$ cat src/rtl/psk_iq_ramp_shaper_macros.svh
// ----------------------------------------------------------------------------
// psk_iq_ramp_shaper_macros.svh
// Assertion macros for the PSK I/Q ramp shaper.
// ----------------------------------------------------------------------------
`ifndef PSK_IQ_RAMP_SHAPER_MACROS_SVH
`define PSK_IQ_RAMP_SHAPER_MACROS_SVH

`ifndef SYNTH
`define PIRS_ASSERT(label, clk, rst_n, prop, msg) \
    label: assert property (@(posedge clk) disable iff (!rst_n) (prop)) else $error(msg);
`define PIRS_ASSERT_NEXT(label, clk, rst_n, pre, post, msg) \
    label: assert property (@(posedge clk) disable iff (!rst_n) (pre) |=> (post)) \
        else $error(msg);
`else
`define PIRS_ASSERT(label, clk, rst_n, prop, msg)
`define PIRS_ASSERT_NEXT(label, clk, rst_n, pre, post, msg)
`endif

`endif

$ cat src/rtl/pirs_pkg.sv
// ----------------------------------------------------------------------------
// PSK I/Q ramp shaper package
// Constants, shape and phase codes, the symbol transition table and the
// quarter-wave cosine table of the shaper.
// ----------------------------------------------------------------------------
package pirs_pkg;

    localparam int COS_TABLE_SIZE = 512;
    localparam int MAX_RAMP       = 4096;
    localparam int MIN_RAMP       = 16;
    localparam int AMPLITUDE      = 22000;
    localparam int RESET_RAMP     = 256;

    localparam int RAMP_W    = 13;
    localparam int POS_W     = 12;
    localparam int LEVEL_W   = 16;
    localparam int MAG_W     = 15;
    localparam int COS_IDX_W = $clog2(COS_TABLE_SIZE);
    localparam int QTR_W     = COS_IDX_W - 2;
    localparam int QIDX_W    = COS_IDX_W - 1;
    localparam int QTR_ENTRIES = COS_TABLE_SIZE / 4 + 1;
    localparam int DVD_W     = POS_W + $clog2(COS_TABLE_SIZE / 2);
    localparam int CNT_W     = $clog2(DVD_W);

    localparam logic [63:0] Q30_ONE     = 64'd1073741824;
    localparam logic [63:0] PI_HALF_Q30 = 64'd1686629713;

    typedef logic [2:0] shape_t;
    typedef logic [2:0] phase_t;
    typedef logic [2:0] symbol_t;

    localparam shape_t SH_Z  = 3'd0;
    localparam shape_t SH_P  = 3'd1;
    localparam shape_t SH_M  = 3'd2;
    localparam shape_t SH_PM = 3'd3;
    localparam shape_t SH_MP = 3'd4;
    localparam shape_t SH_PZ = 3'd5;
    localparam shape_t SH_MZ = 3'd6;
    localparam shape_t SH_ZP = 3'd7;

    localparam phase_t PH_0   = 3'd0;
    localparam phase_t PH_90  = 3'd1;
    localparam phase_t PH_180 = 3'd2;
    localparam phase_t PH_270 = 3'd3;
    localparam phase_t PH_OFF = 3'd4;

    localparam symbol_t SYM_HOLD  = 3'd0;
    localparam symbol_t SYM_P90   = 3'd1;
    localparam symbol_t SYM_180   = 3'd2;
    localparam symbol_t SYM_M90   = 3'd3;
    localparam symbol_t SYM_OFF   = 3'd4;
    localparam symbol_t SYM_ON    = 3'd5;

    typedef struct packed {
        shape_t ish;
        shape_t qsh;
        phase_t nxt;
    } trans_t;

    typedef logic [MAG_W-1:0] qcos_tab_t [QTR_ENTRIES];

    function automatic trans_t mk(shape_t i, shape_t q, phase_t n);
        trans_t t;
        t.ish = i;
        t.qsh = q;
        t.nxt = n;
        return t;
    endfunction

    function automatic trans_t trans_lookup(symbol_t sym, phase_t ph);
        trans_t t;
        t = mk(SH_Z, SH_Z, PH_OFF);
        unique case (sym)
            SYM_P90: begin
                unique case (ph)
                    PH_0:    t = mk(SH_PM, SH_P,  PH_90);
                    PH_90:   t = mk(SH_M,  SH_PM, PH_180);
                    PH_180:  t = mk(SH_MP, SH_M,  PH_270);
                    PH_270:  t = mk(SH_P,  SH_MP, PH_0);
                    default: t = mk(SH_ZP, SH_ZP, PH_0);
                endcase
            end
            SYM_180: begin
                unique case (ph)
                    PH_0:    t = mk(SH_PM, SH_PM, PH_180);
                    PH_90:   t = mk(SH_MP, SH_PM, PH_270);
                    PH_180:  t = mk(SH_MP, SH_MP, PH_0);
                    PH_270:  t = mk(SH_PM, SH_MP, PH_90);
                    default: t = mk(SH_ZP, SH_ZP, PH_0);
                endcase
            end
            SYM_M90: begin
                unique case (ph)
                    PH_0:    t = mk(SH_P,  SH_PM, PH_270);
                    PH_90:   t = mk(SH_MP, SH_P,  PH_0);
                    PH_180:  t = mk(SH_M,  SH_MP, PH_90);
                    PH_270:  t = mk(SH_PM, SH_M,  PH_180);
                    default: t = mk(SH_ZP, SH_ZP, PH_0);
                endcase
            end
            SYM_OFF: begin
                unique case (ph)
                    PH_0:    t = mk(SH_PZ, SH_PZ, PH_OFF);
                    PH_90:   t = mk(SH_MZ, SH_PZ, PH_OFF);
                    PH_180:  t = mk(SH_MZ, SH_MZ, PH_OFF);
                    PH_270:  t = mk(SH_PZ, SH_MZ, PH_OFF);
                    default: t = mk(SH_Z,  SH_Z,  PH_OFF);
                endcase
            end
            SYM_ON: begin
                unique case (ph)
                    PH_0:    t = mk(SH_P,  SH_P,  PH_0);
                    PH_90:   t = mk(SH_MP, SH_P,  PH_0);
                    PH_180:  t = mk(SH_MP, SH_MP, PH_0);
                    PH_270:  t = mk(SH_P,  SH_MP, PH_0);
                    default: t = mk(SH_ZP, SH_ZP, PH_0);
                endcase
            end
            default: begin
                unique case (ph)
                    PH_0:    t = mk(SH_P,  SH_P,  PH_0);
                    PH_90:   t = mk(SH_M,  SH_P,  PH_90);
                    PH_180:  t = mk(SH_M,  SH_M,  PH_180);
                    PH_270:  t = mk(SH_P,  SH_M,  PH_270);
                    default: t = mk(SH_Z,  SH_Z,  PH_OFF);
                endcase
            end
        endcase
        return t;
    endfunction

    // Fixed-point cosine over a quarter wave, evaluated at elaboration only.
    function automatic logic [MAG_W-1:0] quarter_cos(int unsigned m);
        logic [63:0] theta;
        logic [63:0] t2;
        logic [63:0] f;
        logic [63:0] x;
        logic [63:0] c;
        logic [63:0] r;
        if (m >= COS_TABLE_SIZE) begin
            return '0;
        end
        theta = (PI_HALF_Q30 * 64'(m)) / COS_TABLE_SIZE;
        t2 = (theta * theta) >> 30;
        f = Q30_ONE;
        f = Q30_ONE - (((t2 * f) >> 30) / 64'd132);
        f = Q30_ONE - (((t2 * f) >> 30) / 64'd90);
        f = Q30_ONE - (((t2 * f) >> 30) / 64'd56);
        f = Q30_ONE - (((t2 * f) >> 30) / 64'd30);
        f = Q30_ONE - (((t2 * f) >> 30) / 64'd12);
        x = ((t2 * f) >> 30) / 64'd2;
        c = (x >= Q30_ONE) ? 64'd0 : (Q30_ONE - x);
        r = (c * 64'(AMPLITUDE) + (Q30_ONE >> 1)) >> 30;
        return r[MAG_W-1:0];
    endfunction

    function automatic qcos_tab_t build_qcos();
        qcos_tab_t t;
        for (int j = 0; j < QTR_ENTRIES; j++) begin
            t[j] = quarter_cos(4 * j);
        end
        return t;
    endfunction

    localparam qcos_tab_t QCOS_TAB = build_qcos();

    function automatic logic signed [LEVEL_W-1:0] shape_level(
        shape_t                     shape,
        logic signed [LEVEL_W-1:0]  c,
        logic                       first_half
    );
        logic signed [LEVEL_W-1:0] amp;
        amp = LEVEL_W'(AMPLITUDE);
        unique case (shape)
            SH_P:    return amp;
            SH_M:    return -amp;
            SH_PM:   return c;
            SH_MP:   return -c;
            SH_PZ:   return first_half ? c : '0;
            SH_MZ:   return first_half ? -c : '0;
            SH_ZP:   return first_half ? '0 : -c;
            default: return '0;
        endcase
    endfunction

endpackage

$ cat src/rtl/psk_iq_ramp_shaper.sv
// ----------------------------------------------------------------------------
// PSK I/Q ramp shaper
// Differential-phase PSK baseband shaper with raised-cosine phase ramps.
// ----------------------------------------------------------------------------
// Each input word on the s_ channel is one sample tick and carries the symbol
// for the next period. Each tick yields one output word on the m_ channel with
// the I and Q levels for that sample, the phase after the tick, and m_tlast
// set when the tick ended a symbol period and consumed the symbol.
// The ramp position is divided by the period length in a restoring divider
// that retires one quotient bit per cycle. The ST_COS state then reads the
// cosine table into a register, and ST_FIN forms the I and Q levels. The
// block takes one word at a time; s_tready is low while a tick is in
// progress.
// The output word sits in a register; while the receiver stalls it holds,
// and a finished tick waits until the register is free.
// cfg_we writes the period length (samples per symbol) from cfg_wdata; write
// it only while the block is idle. Values outside 16 to 4096 are clamped.
// Reset sets the period to 256, the carrier off, both shapes to zero and the
// ramp position to zero.
// ----------------------------------------------------------------------------
`include "psk_iq_ramp_shaper_macros.svh"

module psk_iq_ramp_shaper
    import pirs_pkg::*;
(
    input  logic              aclk,
    input  logic              aresetn,
    input  logic              cfg_we,
    input  logic [RAMP_W-1:0] cfg_wdata,
    input  logic              s_tvalid,
    output logic              s_tready,
    input  logic [7:0]        s_tdata,   // [2:0] next_symbol
    output logic              m_tvalid,
    input  logic              m_tready,
    output logic [39:0]       m_tdata,   // [15:0] i_level, [31:16] q_level, [34:32] phase_now
    output logic              m_tlast    // symbol_taken
);

    localparam logic [1:0] ST_IDLE = 2'd0;
    localparam logic [1:0] ST_DIV  = 2'd1;
    localparam logic [1:0] ST_COS  = 2'd2;
    localparam logic [1:0] ST_FIN  = 2'd3;

    logic [1:0]                 state_reg, state_next;
    logic [RAMP_W-1:0]          ramp_size_reg;
    phase_t                     phase_reg, phase_next;
    shape_t                     i_shape_reg, i_shape_next;
    shape_t                     q_shape_reg, q_shape_next;
    logic [POS_W-1:0]           pos_reg, pos_next;
    symbol_t                    sym_reg;
    logic [DVD_W-1:0]           dvd_reg, dvd_next;
    logic [RAMP_W-1:0]          rem_reg, rem_next;
    logic [COS_IDX_W-1:0]       quo_reg, quo_next;
    logic [CNT_W-1:0]           cnt_reg, cnt_next;
    logic signed [LEVEL_W-1:0]  cos_reg;
    logic                       m_valid_reg;
    logic [39:0]                m_data_reg;
    logic                       m_last_reg;

    logic [RAMP_W-1:0]          eff_ramp;
    logic [RAMP_W:0]            rem_sh;
    logic                       q_bit;
    logic [1:0]                 quad;
    logic [QTR_W-1:0]           qlow;
    logic [QIDX_W-1:0]          qidx;
    logic signed [LEVEL_W-1:0]  qmag;
    logic                       accept;
    logic                       fire;
    logic [RAMP_W-1:0]          pos_inc;
    logic                       wrap;
    logic                       first_half;
    logic signed [LEVEL_W-1:0]  i_lvl, q_lvl;
    phase_t                     ph_cur;
    symbol_t                    sym_eff;
    trans_t                     tr;

    always_comb begin
        priority if (ramp_size_reg < RAMP_W'(MIN_RAMP)) begin
            eff_ramp = RAMP_W'(MIN_RAMP);
        end else if (ramp_size_reg > RAMP_W'(MAX_RAMP)) begin
            eff_ramp = RAMP_W'(MAX_RAMP);
        end else begin
            eff_ramp = ramp_size_reg;
        end
    end

    assign s_tready = (state_reg == ST_IDLE);
    assign accept   = s_tvalid && s_tready;
    assign fire     = (state_reg == ST_FIN) && (!m_valid_reg || m_tready);

    assign rem_sh = {rem_reg, dvd_reg[DVD_W-1]};
    assign q_bit  = (rem_sh >= {1'b0, eff_ramp});

    assign quad = quo_reg[COS_IDX_W-1 -: 2];
    assign qlow = quo_reg[QTR_W-1:0];
    assign qidx = quad[0] ? (QIDX_W'(COS_TABLE_SIZE / 4) - {1'b0, qlow}) : {1'b0, qlow};
    assign qmag = LEVEL_W'(QCOS_TAB[qidx]);

    assign pos_inc    = {1'b0, pos_reg} + RAMP_W'(1);
    assign wrap       = (pos_inc >= eff_ramp);
    assign first_half = ({1'b0, pos_reg} < (eff_ramp >> 1));
    assign i_lvl      = shape_level(i_shape_reg, cos_reg, first_half);
    assign q_lvl      = shape_level(q_shape_reg, cos_reg, first_half);
    assign ph_cur     = (phase_reg > PH_OFF) ? PH_OFF : phase_reg;
    assign sym_eff    = (sym_reg > SYM_ON) ? SYM_HOLD : sym_reg;
    assign tr         = trans_lookup(sym_eff, ph_cur);

    always_comb begin
        state_next   = state_reg;
        dvd_next     = dvd_reg;
        rem_next     = rem_reg;
        quo_next     = quo_reg;
        cnt_next     = cnt_reg;
        pos_next     = pos_reg;
        phase_next   = phase_reg;
        i_shape_next = i_shape_reg;
        q_shape_next = q_shape_reg;
        unique case (state_reg)
            ST_IDLE: begin
                if (accept) begin
                    dvd_next   = {pos_reg, {(DVD_W - POS_W){1'b0}}};
                    rem_next   = '0;
                    cnt_next   = '0;
                    state_next = ST_DIV;
                end
            end
            ST_DIV: begin
                dvd_next = {dvd_reg[DVD_W-2:0], 1'b0};
                rem_next = q_bit ? RAMP_W'(rem_sh - {1'b0, eff_ramp}) : RAMP_W'(rem_sh);
                quo_next = {quo_reg[COS_IDX_W-2:0], q_bit};
                cnt_next = cnt_reg + CNT_W'(1);
                if (cnt_reg == CNT_W'(DVD_W - 1)) begin
                    state_next = ST_COS;
                end
            end
            ST_COS: begin
                state_next = ST_FIN;
            end
            ST_FIN: begin
                if (fire) begin
                    state_next = ST_IDLE;
                    if (wrap) begin
                        pos_next     = '0;
                        i_shape_next = tr.ish;
                        q_shape_next = tr.qsh;
                        phase_next   = tr.nxt;
                    end else begin
                        pos_next = pos_inc[POS_W-1:0];
                    end
                end
            end
            default: state_next = ST_IDLE;
        endcase
    end

    always_ff @(posedge aclk) begin
        if (!aresetn) begin
            state_reg     <= ST_IDLE;
            ramp_size_reg <= RAMP_W'(RESET_RAMP);
            phase_reg     <= PH_OFF;
            i_shape_reg   <= SH_Z;
            q_shape_reg   <= SH_Z;
            pos_reg       <= '0;
            m_valid_reg   <= 1'b0;
        end else begin
            state_reg   <= state_next;
            phase_reg   <= phase_next;
            i_shape_reg <= i_shape_next;
            q_shape_reg <= q_shape_next;
            pos_reg     <= pos_next;
            if (cfg_we) begin
                ramp_size_reg <= cfg_wdata;
            end
            if (fire) begin
                m_valid_reg <= 1'b1;
            end else if (m_tready) begin
                m_valid_reg <= 1'b0;
            end
        end
    end

    always_ff @(posedge aclk) begin
        dvd_reg <= dvd_next;
        rem_reg <= rem_next;
        quo_reg <= quo_next;
        cnt_reg <= cnt_next;
        if (accept) begin
            sym_reg <= s_tdata[2:0];
        end
        if (state_reg == ST_COS) begin
            cos_reg <= (quad == 2'd1 || quad == 2'd2) ? -qmag : qmag;
        end
        if (fire) begin
            m_data_reg <= {5'd0, phase_next, q_lvl, i_lvl};
            m_last_reg <= wrap;
        end
    end

    assign m_tvalid = m_valid_reg;
    assign m_tdata  = m_data_reg;
    assign m_tlast  = m_last_reg;

    `PIRS_ASSERT(a_level_range, aclk, aresetn,
        !m_valid_reg || ($signed(m_data_reg[15:0]) <= 16'sd22000
        && $signed(m_data_reg[15:0]) >= -16'sd22000
        && $signed(m_data_reg[31:16]) <= 16'sd22000
        && $signed(m_data_reg[31:16]) >= -16'sd22000), "level beyond amplitude")
    `PIRS_ASSERT_NEXT(a_phase_hold, aclk, aresetn, fire && !wrap,
        phase_reg == $past(phase_reg) && m_data_reg[34:32] == $past(phase_reg),
        "phase changed inside a period")
    `PIRS_ASSERT_NEXT(a_shapes_hold, aclk, aresetn, state_reg != ST_FIN,
        i_shape_reg == $past(i_shape_reg) && q_shape_reg == $past(q_shape_reg),
        "shape changed outside a tick end")
    `PIRS_ASSERT(a_div_count, aclk, aresetn, state_reg != ST_DIV || cnt_reg < CNT_W'(DVD_W), "divider ran past its last step")

endmodule
$ cat config.mk
export PLATFORM = sky130hd
export DESIGN_NAME = psk_iq_ramp_shaper
export DESIGN_NICKNAME = d
export VERILOG_FILES = /design/src/rtl/pirs_pkg.sv /design/src/rtl/psk_iq_ramp_shaper.sv
export VERILOG_INCLUDE_DIRS = /design/src /design/src/rtl
export SDC_FILE = /design/constraint.sdc
export NUM_CORES = 1
export LEC_CHECK = 0
export BUFFER_PORTS_ARGS = -buffer_cell sky130_fd_sc_hd__buf_4
export CORE_ASPECT_RATIO = 1.2
export CORE_MARGIN = 2
export CORE_UTILIZATION = 25
export CTS_BUF_LIST = sky130_fd_sc_hd__clkbuf_8
export CTS_CLUSTER_SIZE = 12
export DETAILED_ROUTE_END_ITERATION = 8
export SYNTH_ARGS = -nofsm -noshare
export SYNTH_HDL_FRONTEND = slang
export SYNTH_SLANG_ARGS = --single-unit
$ cat constraint.sdc
create_clock -name aclk -period 7.7 [get_ports aclk]
set_input_delay 1.54 -clock aclk [delete_from_list [all_inputs] [get_ports aclk]]
set_output_delay 1.54 -clock aclk [all_outputs]
set_load 0.05 [all_outputs]
==> results of run 1 <==
-- through the flow --
step | hold WS, ns | util | area (sq um) | power, mW | setup WS [ns]
floorplan | 0.424 | - | 11900 | 3.43 | 2.90
global placement | 0.484 | 0.271 | 12700 | 4.13 | 2.19
detailed placement | 0.494 | 0.271 | 12700 | 4.16 | 2.16
CTS | 0.504 | 0.280 | 13100 | 4.77 | 2.11
global route | 0.535 | 0.280 | 13100 | 5.16 | 1.61
finish | 0.500 | 0.280 | 13100 | 4.83 | 1.83
-- layout by cell type (no fill, tap or decap), types with 14 or more instances in the layout --
cell type,Yosys,layout
ha_1,59,59
nand3_1,75,75
nand2_1,111,111
nor2b_1,37,37
inv_1,42,45
a2111oi_0,14,14
nor3_1,45,45
a21boi_0,21,21
a211o_1,16,16
edfxtp_1,94,94
a21oi_1,115,115
clkbuf_8,0,18
o21ai_0,84,83
o221ai_1,15,15
nand2b_1,29,29
xor2_1,17,17
buf_4,7,82
a211oi_1,29,29
o22ai_1,19,19
a31oi_1,18,18
nor2_1,90,90
o211ai_1,24,24
o21a_1,21,21
mux2i_1,29,29
dfxtp_1,37,37
xnor2_1,33,32
a221oi_1,15,15
-- worst paths after layout --
check	depth (start not counted)	slack, ns	end
worst max-delay path	13	1.83	cos_reg[11]
worst min register to register	2	0.50	i_shape_reg[1]
worst min-delay path	2	0.50	i_shape_reg[1]
worst max register to register	13	1.83	cos_reg[11]
-- worst max-delay path: stages, from the launching register on --
cell and delay (ns):
edfxtp_1 0.85, inv_1 0.23, ha_1 0.56, nor2b_1 0.49
xnor2_2 0.12, inv_2 0.74, nor3_1 0.21, a2111oi_0 0.77
o311ai_1 0.21, o211ai_2 0.14, inv_2 0.06, or4b_1 0.63
o41ai_2 0.41, xor2_1 0.12
-- report_power, final --
group	switching [mW]	internal (mW)	leakage (nW)
combinational	2.03	1.08	3.32
clock	0.272	0.321	0.211
sequential	0.139	0.992	1.21
-- layer usage --
| metal | vias up | share of wire | wire (microns) |
|---|---|---|---|
| li1 | 5434 | - | - |
| met1 | 5510 | 0.42 | 15300 |
| met2 | 495 | 0.48 | 17600 |
| met3 | 103 | 0.064 | 2330 |
| met4 | 0 | 0.043 | 1570 |
| met5 | - | 0 | 0 |
-- layout make-up --
class                           instances  area (sq um)
Antenna cell                            1          2.50
Clock buffer                           18           248
Clock inverter                         14           148
Fill cell                            4973         33800
Inverter                               48           180
Multi-Input combinational cell       1143          7590
Sequential cell                       131          3560
Tap cell                              623           779
Timing Repair Buffer                   82           616
-- kinds of logic (layout without fill, tap and decap cells) --
family | count (synthesis) | count (layout) | share of synthesized area
AOI/OAI and AO/OA | 508 | 508 | 0.295
xor gates and xnor gates | 50 | 50 | 0.0369
adders and majority gates | 60 | 60 | 0.0639
buffers and inverters | 177 | 162 | 0.0627
DFF | 131 | 131 | 0.300
muxes | 43 | 43 | 0.0377
other | 1 | 6 | 0.000316
and+or+nand+nor | 477 | 477 | 0.203
==> results.toml, run 1 <==
[yosys]
synth-edff-count = 94
syn_inst = 1447
synthTopCellsByArea = "edfxtp_1, dfxtp_1, ha_1"
yosys_register_bits = 131
yosysMostFrequentCell = "a21oi_1"
yosysWarnings = 0
yosys-top-cells-count = "a21oi_1, nand2_1, edfxtp_1"
synth_cell_types = 90
seq_area_frac_synth = 0.300
async_flop_share = 0
ys.flop_type = "edfxtp_1"
yosys.area.top_type = "edfxtp_1"
synth.top_cell.area_share = 0.238
syn_area_sq_um = 11900
avgSynthCellArea_sq_um = 8.21

[global_route]
grt_use_met2 = 0.247
grt_antenna_before_repair = 1
grt_max_degree = 53
grt_use_met3 = 0.0203
grt-busiest-layer = "met2"
grtUsageTotal = 0.148
grt_overflow_total = 0
grt_pass1_wl_mm = 59.1
met1_usage = 0.184
grt_pass1_vias = 10900

[layout]
nNetsFinal = 1509
drive_gt1_frac = 0.107
largest_reg_flops = 35
fin_cells = 2060
syn2layout_area_growth_pct = 10.6

[timing]
rsz0062_at_grt = "false"
fin_crit_ns = 5.87
hold_viol_final = 0
tightest_slew_ns = 1.15
setup_viol = 0
fin_crit_sh = 0.763
fmax_mhz = 170
setup_tns_ns = 0
slew_headroom = 0.217
slew_violations = 0
finClkSkew_ns = 0.0173

[power_and_ir_drop]
p_leak_nw = 4.74
ir_drop_mv = 0.207
power_density_nw_per_um2 = 368

[critical_path]
end_kind = "flip-flop"
arrival_ns = 6.07
critPathKind = "reg2reg"
critPathLaunchType = "flip-flop"
path_max_fanout = 52
r2r_start = "quo_reg[1]"
startpoint = "quo_reg[1]"
crit_required_ns = 7.90

[floorplan]
die_w_microns = 203
fp.coreArea_sq_um = 46900
ioPinCount = 69
dieHeight_microns = 243
start_util = 0.253
rows = 87
fp.dieArea_sq_um = 49300

[routing]
drcViolationCount = 0
drt_wl_total_mm = 36.8
ant_nets = 0
first_pass_iters = 6
drt-vias-per-instance = 5.60
vias = 11500
drt-initial-drc-count = 1275
routedWlPerCell_microns = 17.8

[clocking]
htree_levels = 4
ctsResizeCount = 0
cts_setup_buffers = 0
path_clk_slew_ns = 0.07
clockBufferDepth = 2
cts-root-buf = "clkbuf_8"
numCtsBuffers = 17
hold_buffers = 0
clk_latency_ns = 0.48
clock-sinks = 131
cts_tree = "built"

[outcome]
status = "finished clean"

[placed_design]
port_buffers = 58
dp.cells = 2027
dpl.hpwl_mm = 25.8
gp_congestion = 0.955

[hold_path]
hold_path.class = "reg2reg"
hold_path_startpoint = "i_shape_reg[1]"

[run]
drv_cap = 0
(Power assumes the default switching activity.)
==> run 2: changes to the inputs <==
==> constraint.sdc (replaced) <==
create_clock -name aclk -period 5 [get_ports aclk]
set_input_delay 1 -clock aclk [delete_from_list [all_inputs] [get_ports aclk]]
set_output_delay 1 -clock aclk [all_outputs]
set_load 0.05 [all_outputs]
==> run 2 against run 1 <==
  * Wire length increased by 4.8%
  * Total power increased by 60%
  * First-iteration DRC count decreased by 4.7%
  * Non-clock buffer count increased by 45
  * Sequential share of layout area decreased by 0.73 points
  * Global-route usage increased by 0.73 points
  * Worst hold slack about the same
  * Final cell count increased by 2.2%
==> results.toml, run 2 (synthesized netlist as in run 1, its figures left out) <==
[placed_design]
dpl.hpwl_mm = 27.9
dp.cells = 2072
gp_congestion = 0.959
port_buffers = 58

[power_and_ir_drop]
p_switching_mw = 3.90
p_leak_nw = 4.96
p_sw_frac = 0.506
p_int_mw = 3.81
pwr-share-seq = 0.224
power_density_nw_per_um2 = 572
ir_drop_mv = 0.258
combPwrFrac = 0.665
clkPwrFrac = 0.110

[routing]
drt_wl_total_mm = 38.5
first_pass_iters = 7
drt-initial-drc-count = 1215
drt-vias-per-instance = 5.53
vias = 11600
drcViolationCount = 0
ant_nets = 0
routedWlPerCell_microns = 18.3

[timing]
hold_viol_final = 0
tightest_slew_ns = 1.06
slew_violations = 0
setup_tns_ns = 0
rsz0062_at_grt = "false"
hold_slack_ns = 0.501
fmax_mhz = 217
fin_crit_ns = 4.61
setup_viol = 0
slew_headroom = 0.290
finClkSkew_ns = 0.0186
fin_crit_sh = 0.922

[critical_path]
end_kind = "flip-flop"
crit_required_ns = 5.21
critPathKind = "reg2reg"
critPathLaunchType = "flip-flop"
path_max_fanout = 18
arrival_ns = 4.82

[layout]
layout_commonest_cell = "buf_4"
nNetsFinal = 1554
largest_reg_flops = 35
fill_cells = 4963
fin_cells = 2105
final_cell_mix = "buf_4, a21oi_1, nand2_1"
syn2layout_area_growth_pct = 13.6
final_core_util = 0.287
drive_gt1_frac = 0.136
multi_input_area_sq_um = 7590
regArea_sq_um = 3560

[floorplan]
rows = 87
fp.coreArea_sq_um = 46900
die_w_microns = 203
fp.dieArea_sq_um = 49300
ioPinCount = 69
dieHeight_microns = 243
start_util = 0.253

[clocking]
path_clk_slew_ns = 0.08
cts_tree = "built"
cts-root-buf = "clkbuf_8"
numCtsBuffers = 17
ctsResizeCount = 0
clock-sinks = 131
hold_buffers = 0
cts_setup_buffers = 0
clockBufferDepth = 2
clk_latency_ns = 0.49
htree_levels = 4

[hold_path]
hold_path.class = "reg2reg"

[global_route]
grt_overflow_total = 0
grt_pass1_vias = 11000
grt_max_degree = 50
grtUsageTotal = 0.155
grt_antenna_before_repair = 1
grt_pass1_wl_mm = 61.3

[outcome]
status = "finished clean"

[run]
drv_cap = 0
## run 2: final timing paths
| path | cells after the start | end | slack, ns | from |
|---|---|---|---|---|
| max | 12 | cos_reg[10] | 0.39 | quo_reg[1] |
| min | 2 | i_shape_reg[1] | 0.50 | i_shape_reg[1] |
| max reg2reg | 12 | cos_reg[10] | 0.39 | quo_reg[1] |
| min reg2reg | 2 | i_shape_reg[1] | 0.50 | i_shape_reg[1] |
## run 2: critical path, cell delays in order (launching register included)
cell	delay [ns]
edfxtp_1	0.39
inv_1	0.16
ha_1	0.36
mux2_1	0.46
ha_1	0.56
nor2_1	0.50
nor2_1	0.07
a2111oi_0	0.61
a31o_2	0.22
o21a_1	0.17
nand4_2	0.24
o41ai_1	0.49
xor2_1	0.12
## run 2: power by group through the flow
stage | logic (mW) | clock network [mW] | registers [mW]
detailed placement | 5.00 | 0 | 1.75
global placement | 4.98 | 0 | 1.75
finish | 5.14 | 0.850 | 1.73
CTS | 5.02 | 0.883 | 1.73
global route | 5.54 | 0.928 | 1.76
floorplan | 3.59 | 0 | 1.70
## run 2: stage by stage
step | power [mW] | setup slack, ns | instance area [sq um]
after floorplan | 5.29 | 0.204 | 11900
after global placement | 6.72 | 0.537 | 13100
after detailed placement | 6.75 | 0.501 | 13100
after CTS | 7.64 | 0.464 | 13500
after global routing | 8.23 | 0.0449 | 13500
final | 7.72 | 0.388 | 13500
## run 2: layer usage
metal  share of wire  up-vias  global-route usage
met5               0        -                   0
met2            0.48      461               0.260
li1                -     5532                   -
met3           0.056      102              0.0201
met4           0.047        0              0.0809
met1            0.42     5542               0.193
## run 2: final cells by class
class | count | area share
clock buffer | 19 | 0.0194
multi-input combinational | 1143 | 0.563
sequential | 131 | 0.264
clock inverter | 13 | 0.00788
timing repair buffer | 127 | 0.0744
tap | 623 | 0.0578
inverter | 48 | 0.0134
antenna | 1 | 0.000186
